File: config.mk
export PLATFORM = sky130hd
export DESIGN_NAME = mdt_ctrl
export DESIGN_NICKNAME = d
export VERILOG_FILES = /design/src/rtl/core/mdt_pkg.sv /design/src/rtl/core/mdt_ctrl.sv
export SDC_FILE = /design/constraint.sdc
export NUM_CORES = 1
export LEC_CHECK = 0
export ABC_AREA = 1
export BUFFER_PORTS_ARGS = -buffer_cell sky130_fd_sc_hd__buf_2
export CAP_MARGIN = 10
export CORE_AREA = 3 3 40 42
export DETAILED_ROUTE_END_ITERATION = 16
export DIE_AREA = 0 0 43 45
export MAX_ROUTING_LAYER = met4
export PLACE_DENSITY_LB_ADDON = 0.08
export REMOVE_ABC_BUFFERS = 1
export SLEW_MARGIN = 20
export SYNTH_ARGS = -nofsm -noshare
export SYNTH_HDL_FRONTEND = slang
export SYNTH_SLANG_ARGS = --single-unit
File: constraint.sdc
create_clock -name i_clk -period 2.5 [get_ports i_clk]
set_input_delay 0.25 -clock i_clk [delete_from_list [all_inputs] [get_ports i_clk]]
set_output_delay 0.25 -clock i_clk [all_outputs]
set_load 0.01 [all_outputs]
File: src/rtl/core/mdt_pkg.sv
`timescale 1ns / 1ps
`default_nettype none

package mdt_pkg;

    localparam int DEF_NUM_IDS     = 1024;
    localparam int DEF_NUM_CLIENTS = 16;

    localparam int OP_W  = 3;
    localparam int MID_W = 10;
    localparam int CID_W = 4;

    localparam int IN_TDATA_W  = 24;
    localparam int OUT_TDATA_W = 16;

    // entry layout: flags, owner, then one membership bit per client
    localparam int FL_STORED  = 0;
    localparam int FL_UNDELIV = 1;
    localparam int FL_COMMIT  = 2;
    localparam int FL_OWNED   = 3;
    localparam int OWN_LSB    = 4;
    localparam int MEMB_LSB   = OWN_LSB + CID_W;

    typedef enum logic [OP_W-1:0] {
        OP_INSERT     = 3'd0,
        OP_COMMIT     = 3'd1,
        OP_DELIVER    = 3'd2,
        OP_DISCONNECT = 3'd3,
        OP_QUERY      = 3'd4
    } t_op;

    typedef enum logic [2:0] {
        S_CLEAR,
        S_IDLE,
        S_SCAN,
        S_DRAIN,
        S_FETCH,
        S_RESULT
    } t_state;

    typedef struct packed {
        logic accept;
        logic clr;
        logic scan;
        logic fetch;
        logic commit;
    } t_dp_cmd;

    typedef struct packed {
        logic last;
        logic dc_go;
    } t_dp_sts;

endpackage

`default_nettype wire

File: src/rtl/core/mdt_ctrl.sv
`timescale 1ns / 1ps
`default_nettype none

module mdt_ctrl
    import mdt_pkg::*;
(
    input  wire logic    i_clk,
    input  wire logic    i_rst_n,
    input  wire logic    i_s_tvalid,
    input  wire logic    i_m_tready,
    input  wire t_dp_sts i_sts,
    output logic         o_s_tready,
    output logic         o_m_tvalid,
    output t_dp_cmd      o_cmd
);

    t_state r_state;
    t_state n_state;
    logic   r_out_vld;
    logic   n_out_vld;
    logic   w_out_free;

    assign w_out_free = !r_out_vld || i_m_tready;

    always_ff @(posedge i_clk) begin
        if (!i_rst_n) begin
            r_state   <= S_CLEAR;
            r_out_vld <= 1'b0;
        end else begin
            r_state   <= n_state;
            r_out_vld <= n_out_vld;
        end
    end

    always_comb begin
        n_state = r_state;
        unique case (r_state)
            S_CLEAR: begin
                if (i_sts.last) n_state = S_IDLE;
            end
            S_IDLE: begin
                if (i_s_tvalid) n_state = i_sts.dc_go ? S_SCAN : S_RESULT;
            end
            S_SCAN: begin
                if (i_sts.last) n_state = S_DRAIN;
            end
            S_DRAIN:  n_state = S_FETCH;
            S_FETCH:  n_state = S_RESULT;
            S_RESULT: begin
                if (w_out_free) n_state = S_IDLE;
            end
            default:  n_state = S_CLEAR;
        endcase
    end

    always_comb begin
        o_cmd        = '0;
        o_cmd.accept = (r_state == S_IDLE) && i_s_tvalid;
        o_cmd.clr    = (r_state == S_CLEAR);
        o_cmd.scan   = (r_state == S_SCAN);
        o_cmd.fetch  = (r_state == S_FETCH);
        o_cmd.commit = (r_state == S_RESULT) && w_out_free;
        o_s_tready   = (r_state == S_IDLE);
        o_m_tvalid   = r_out_vld;
        n_out_vld    = o_cmd.commit || (r_out_vld && !i_m_tready);
    end

`ifndef SYNTHESIS
    a_commit_free: assert property (@(posedge i_clk) disable iff (!i_rst_n)
        o_cmd.commit |-> (!r_out_vld || i_m_tready))
        else $error("result loaded over an untaken beat");
    a_scan_end: assert property (@(posedge i_clk) disable iff (!i_rst_n)
        (r_state == S_SCAN && i_sts.last) |=> (r_state == S_DRAIN))
        else $error("scan did not end at last id");
    a_dc_start: assert property (@(posedge i_clk) disable iff (!i_rst_n)
        (o_cmd.accept && i_sts.dc_go) |=> (r_state == S_SCAN))
        else $error("disconnect did not start a scan");
    a_rst_clear: assert property (@(posedge i_clk)
        !i_rst_n |=> (r_state == S_CLEAR && !r_out_vld))
        else $error("reset did not start clear pass");
`endif

endmodule

`default_nettype wire

# Word level (Yosys, flattened, before mapping)
# Index checks and enable logic that the tools add are counted.
# op_classes
n_reduce_logical	9
muxes	6
n_eq_ne	9
# op_table
operator	n
3-bit case mux with 6 select lines	1
3-bit 2-to-1 mux	5
2-bit inequality test (second input constant)	4
3-bit by 2-bit equality test with 1-bit output (second input constant)	2
3-bit equality test (second input constant)	2
4-bit AND reduction	1
3-bit by 1-bit equality test with 1-bit output (second input constant)	1
1-bit logical AND	3
3-bit zero test	1
1-bit zero test	2
1-bit logical OR	2
# word_totals
register_bits	4
in_bits	6

# Longest topological paths before layout
# logic_depth
ltp_word	4
depth_mapped	7
ltp_nobuf	7

# Least setup slack after synthesis
# Ideal clock, no wire load.
# synth_timing
path_type	register -> output
startpoint	reg r_state[0]
endpoint	out o_cmd[0] in the netlist's numbering
path_buffers	0
setup_slack_ps	1524
required_ps	2250
path_stages_with_launch	5
arrival_ps	726
cell_sequence	dfxtp_1 inv_2 nor2_1 nand2_1 nor2_1
# synth_rtl
item	line_no	rtl
from (decl)	mdt_ctrl.sv:17	t_state r_state;
from (signal assigned)	mdt_ctrl.sv:30	r_state <= n_state;
to (decl)	mdt_ctrl.sv:14	output t_dp_cmd o_cmd

==> insert_results.sql <==
INSERT INTO impl_metrics (metric_group, metric, value, unit) VALUES
('worst_setup_path', 'startpoint', 'r_state[0]', ''),
('clock_tree', 'tritoncts', 'yes', ''),
('grt', 'grt_max_degree', '7', ''),
('worst_setup_path', 'critical_path.max_fanout', '6', ''),
('grt', 'grt_overflow_total', '0', ''),
('worst_setup_path', 'crit_required', '2.25', 'ns'),
('pwr', 'power_leakage', '0.000209', 'uW'),
('sta', 'final_max_slew_viol_count', '0', ''),
('routing', 'via_count', '308', ''),
('sta', 'rsz_0062_raised_after_global_routing', 'false', ''),
('logic_synthesis', 'synth_top_family_by_area', 'simple AND/OR/NAND/NOR gates', ''),
('min_path', 'worstHoldPathType', 'input port to flip-flop', ''),
('clock_tree', 'clk-insertion-delay-late', '0.23', 'ns'),
('routing', 'final_antenna_net_count', '0', ''),
('logic_synthesis', 'synthSimpleGateAreaFrac', '42.9', '%'),
('finish', 'antenna_cells_inserted', '0', ''),
('floorplan', 'floorplan.die.width', '43', 'um'),
('logic_synthesis', 'seq_area_frac_synth', '29.2', '%'),
('floorplan', 'dieHeight', '45', 'um'),
('floorplan', 'design.portCount', '13', ''),
('finish', 'final_nets', '68', ''),
('finish', 'fin_util', '29.2', '%'),
('sta', 'setup_viol_count_final', '0', ''),
('clock_tree', 'hold_buffers', '0', ''),
('sta', 'clock.fmax', '0.746', 'GHz'),
('clock_tree', 'htreeDepth', '1', ''),
('sta', 'holdWs', '0.284', 'ns'),
('worst_setup_path', 'worst_setup_path_start_kind', 'flip-flop', ''),
('logic_synthesis', 'synth_area', '274', 'sq um'),
('worst_setup_path', 'worst_ep_arrival_time', '1.09', 'ns'),
('grt', 'grt_antenna_before_repair', '0', ''),
('worst_setup_path', 'criticalPathCategory', 'flip-flop to output port', ''),
('sta', 'report.final.hold_viol_count', '0', ''),
('worst_setup_path', 'depth_of_the_most_critical_reg_to_reg_path', '7', ''),
('finish', 'synth_to_final_area_change', '37.0', '%'),
('finish', 'leading_cell_type_in_the_layout_fill_and_taps_excluded', 'buf_2', ''),
('sta', 'min_period_over_period', '53.6', '%'),
('logic_synthesis', 'ys_ff_latch', '4', ''),
('routing', 'detail_route.iter0.violations', '8', ''),
('clock_tree', 'clk_root_buffer_cell', 'clkbuf_4', ''),
('grt', 'first_pass_grt_wire_length', '1.28', 'mm'),
('sta', 'setup_total_negative_slack', '0', 'ns'),
('place', 'finalWeightedCongestion', '0.670', ''),
('min_path', 'timing.hold.worst_path_depth', '3', ''),
('pwr', 'power-per-cell-area', '771', 'mW/mm^2'),
('worst_setup_path', 'crit_end', 'o_cmd[0]', ''),
('logic_synthesis', 'synth_cells', '45', ''),
('worst_setup_path', 'reg2reg_setup_slack', '1.49', 'ns'),
('finish', 'final_layout_size_suffix_gt1_share', '40.0', '%'),
('sta', 'slew-limit-headroom', '86.0', '%'),
('place', 'detailedPlace.worstSlack', '1.39', 'ns'),
('clock_tree', 'cts_setup_buffers', '0', ''),
('worst_setup_path', 'worst_setup_ep_type', 'output port', ''),
('floorplan', 'initial_utilization', '21.3', '%'),
('sta', 'timing.final.ws_setup', '1.16', 'ns'),
('grt', 'via_count_of_the_first_global_routing_pass', '310', ''),
('worst_setup_path', 'capture_point_of_the_worst_reg_to_reg_path', 'r_state[1]', ''),
('logic_synthesis', 'synth_mux_area_share', '0', '%'),
('sta', 'post_layout_minimum_cycle_time', '1.34', 'ns'),
('place', 'port_buffers', '12', ''),
('clock_tree', 'cts_bufs_inserted', '3', ''),
('logic_synthesis', 'yosys_warnings', '0', ''),
('floorplan', 'die_area', '0.00194', 'sq mm'),
('clock_tree', 'cts_repair_resize_count', '0', ''),
('sta', 'worst_pin_slew', '0.210', 'ns'),
('finish', 'most_frequent_cells_in_the_layout', '12 x buf_2, 11 x nor2_1, 6 x nand2_1, 6 x inv_1, 4 x dfxtp_1', ''),
('routing', 'detail_route.drc_violations', '0', ''),
('routing', 'wl_per_cell', '9.37', 'um'),
('logic_synthesis', 'synth_area_per_cell', '6.09', 'sq um'),
('clock_tree', 'clockBufferDepth', '2', ''),
('run_status', 'status', 'completed', '');
metrics by stage:
stage / instances / total power [uW] / area (sq um)
5_1_grt: 75 / 320 / 375
2_1_floorplan: 45 / 173 / 274
4_1_cts: 75 / 297 / 375
3_5_place_dp: 72 / 212 / 353
3_3_place_gp: 72 / 214 / 353
6_report: 75 / 289 / 375
cells in the mapped netlist, drive strengths merged:
cell | instances | area [sq um]
nand3 | 5 | 35.0
nand2 | 7 | 28.8
inv | 9 | 33.8
a21oi | 3 | 18.8
nor2 | 13 | 53.8
a21boi | 1 | 7.51
o22ai | 1 | 6.26
dfxtp | 4 | 80.1
o21ai | 2 | 10.0
where the power goes:
group | total [uW] | switching (uW) | internal (uW)
clock network | 80.6 | 26.9 | 53.7
registers | 87.3 | 12.4 | 74.9
logic | 121 | 75.7 | 45.6
total | 289 | 115 | 174
how the worst min path moves through the flow:
stage,from,end,slack (ns)
after global routing,i_rst_n,r_state[1],0.28
after CTS,i_rst_n,r_state[1],0.28
after floorplan,i_rst_n,r_state[1],0.37
after detailed placement,i_rst_n,r_state[1],0.53
after global placement,i_rst_n,r_state[1],0.53
final,i_rst_n,r_state[1],0.28
logic make-up after synthesis:
group	after synthesis
compound gates	7
buf+inv	9
flops	4
simple gates	25
cell type report:
class,count,area (sq um)
well taps,15,18.8
inverters,9,33.8
flip-flops and latches,4,80.1
clock buffers,3,22.5
fillers,162,910
multi-input cells,32,160
repair buffers,12,60.1
per-layer routing:
metal / up-vias / global-route usage (%) / wire, um
li1: 172 / - / -
met1: 127 / 10.4 / 340
met4: 0 / 9.04 / 0
met5: - / - / 0
met2: 9 / 12.9 / 315
met3: 0 / 3.19 / 47
registers in the layout (all words and copies together), names as in the netlist:
register,flops
r_state,3
o_m_tvalid,1
worst max-delay path, cell delays in order, from the launching register on:
cell and delay (ns):
dfxtp_1 0.34, inv_2 0.08, nor2_1 0.15, nand2_1 0.08, nor2_1 0.08, buf_2 0.13
Note: power is estimated with default switching activity, not from simulation.
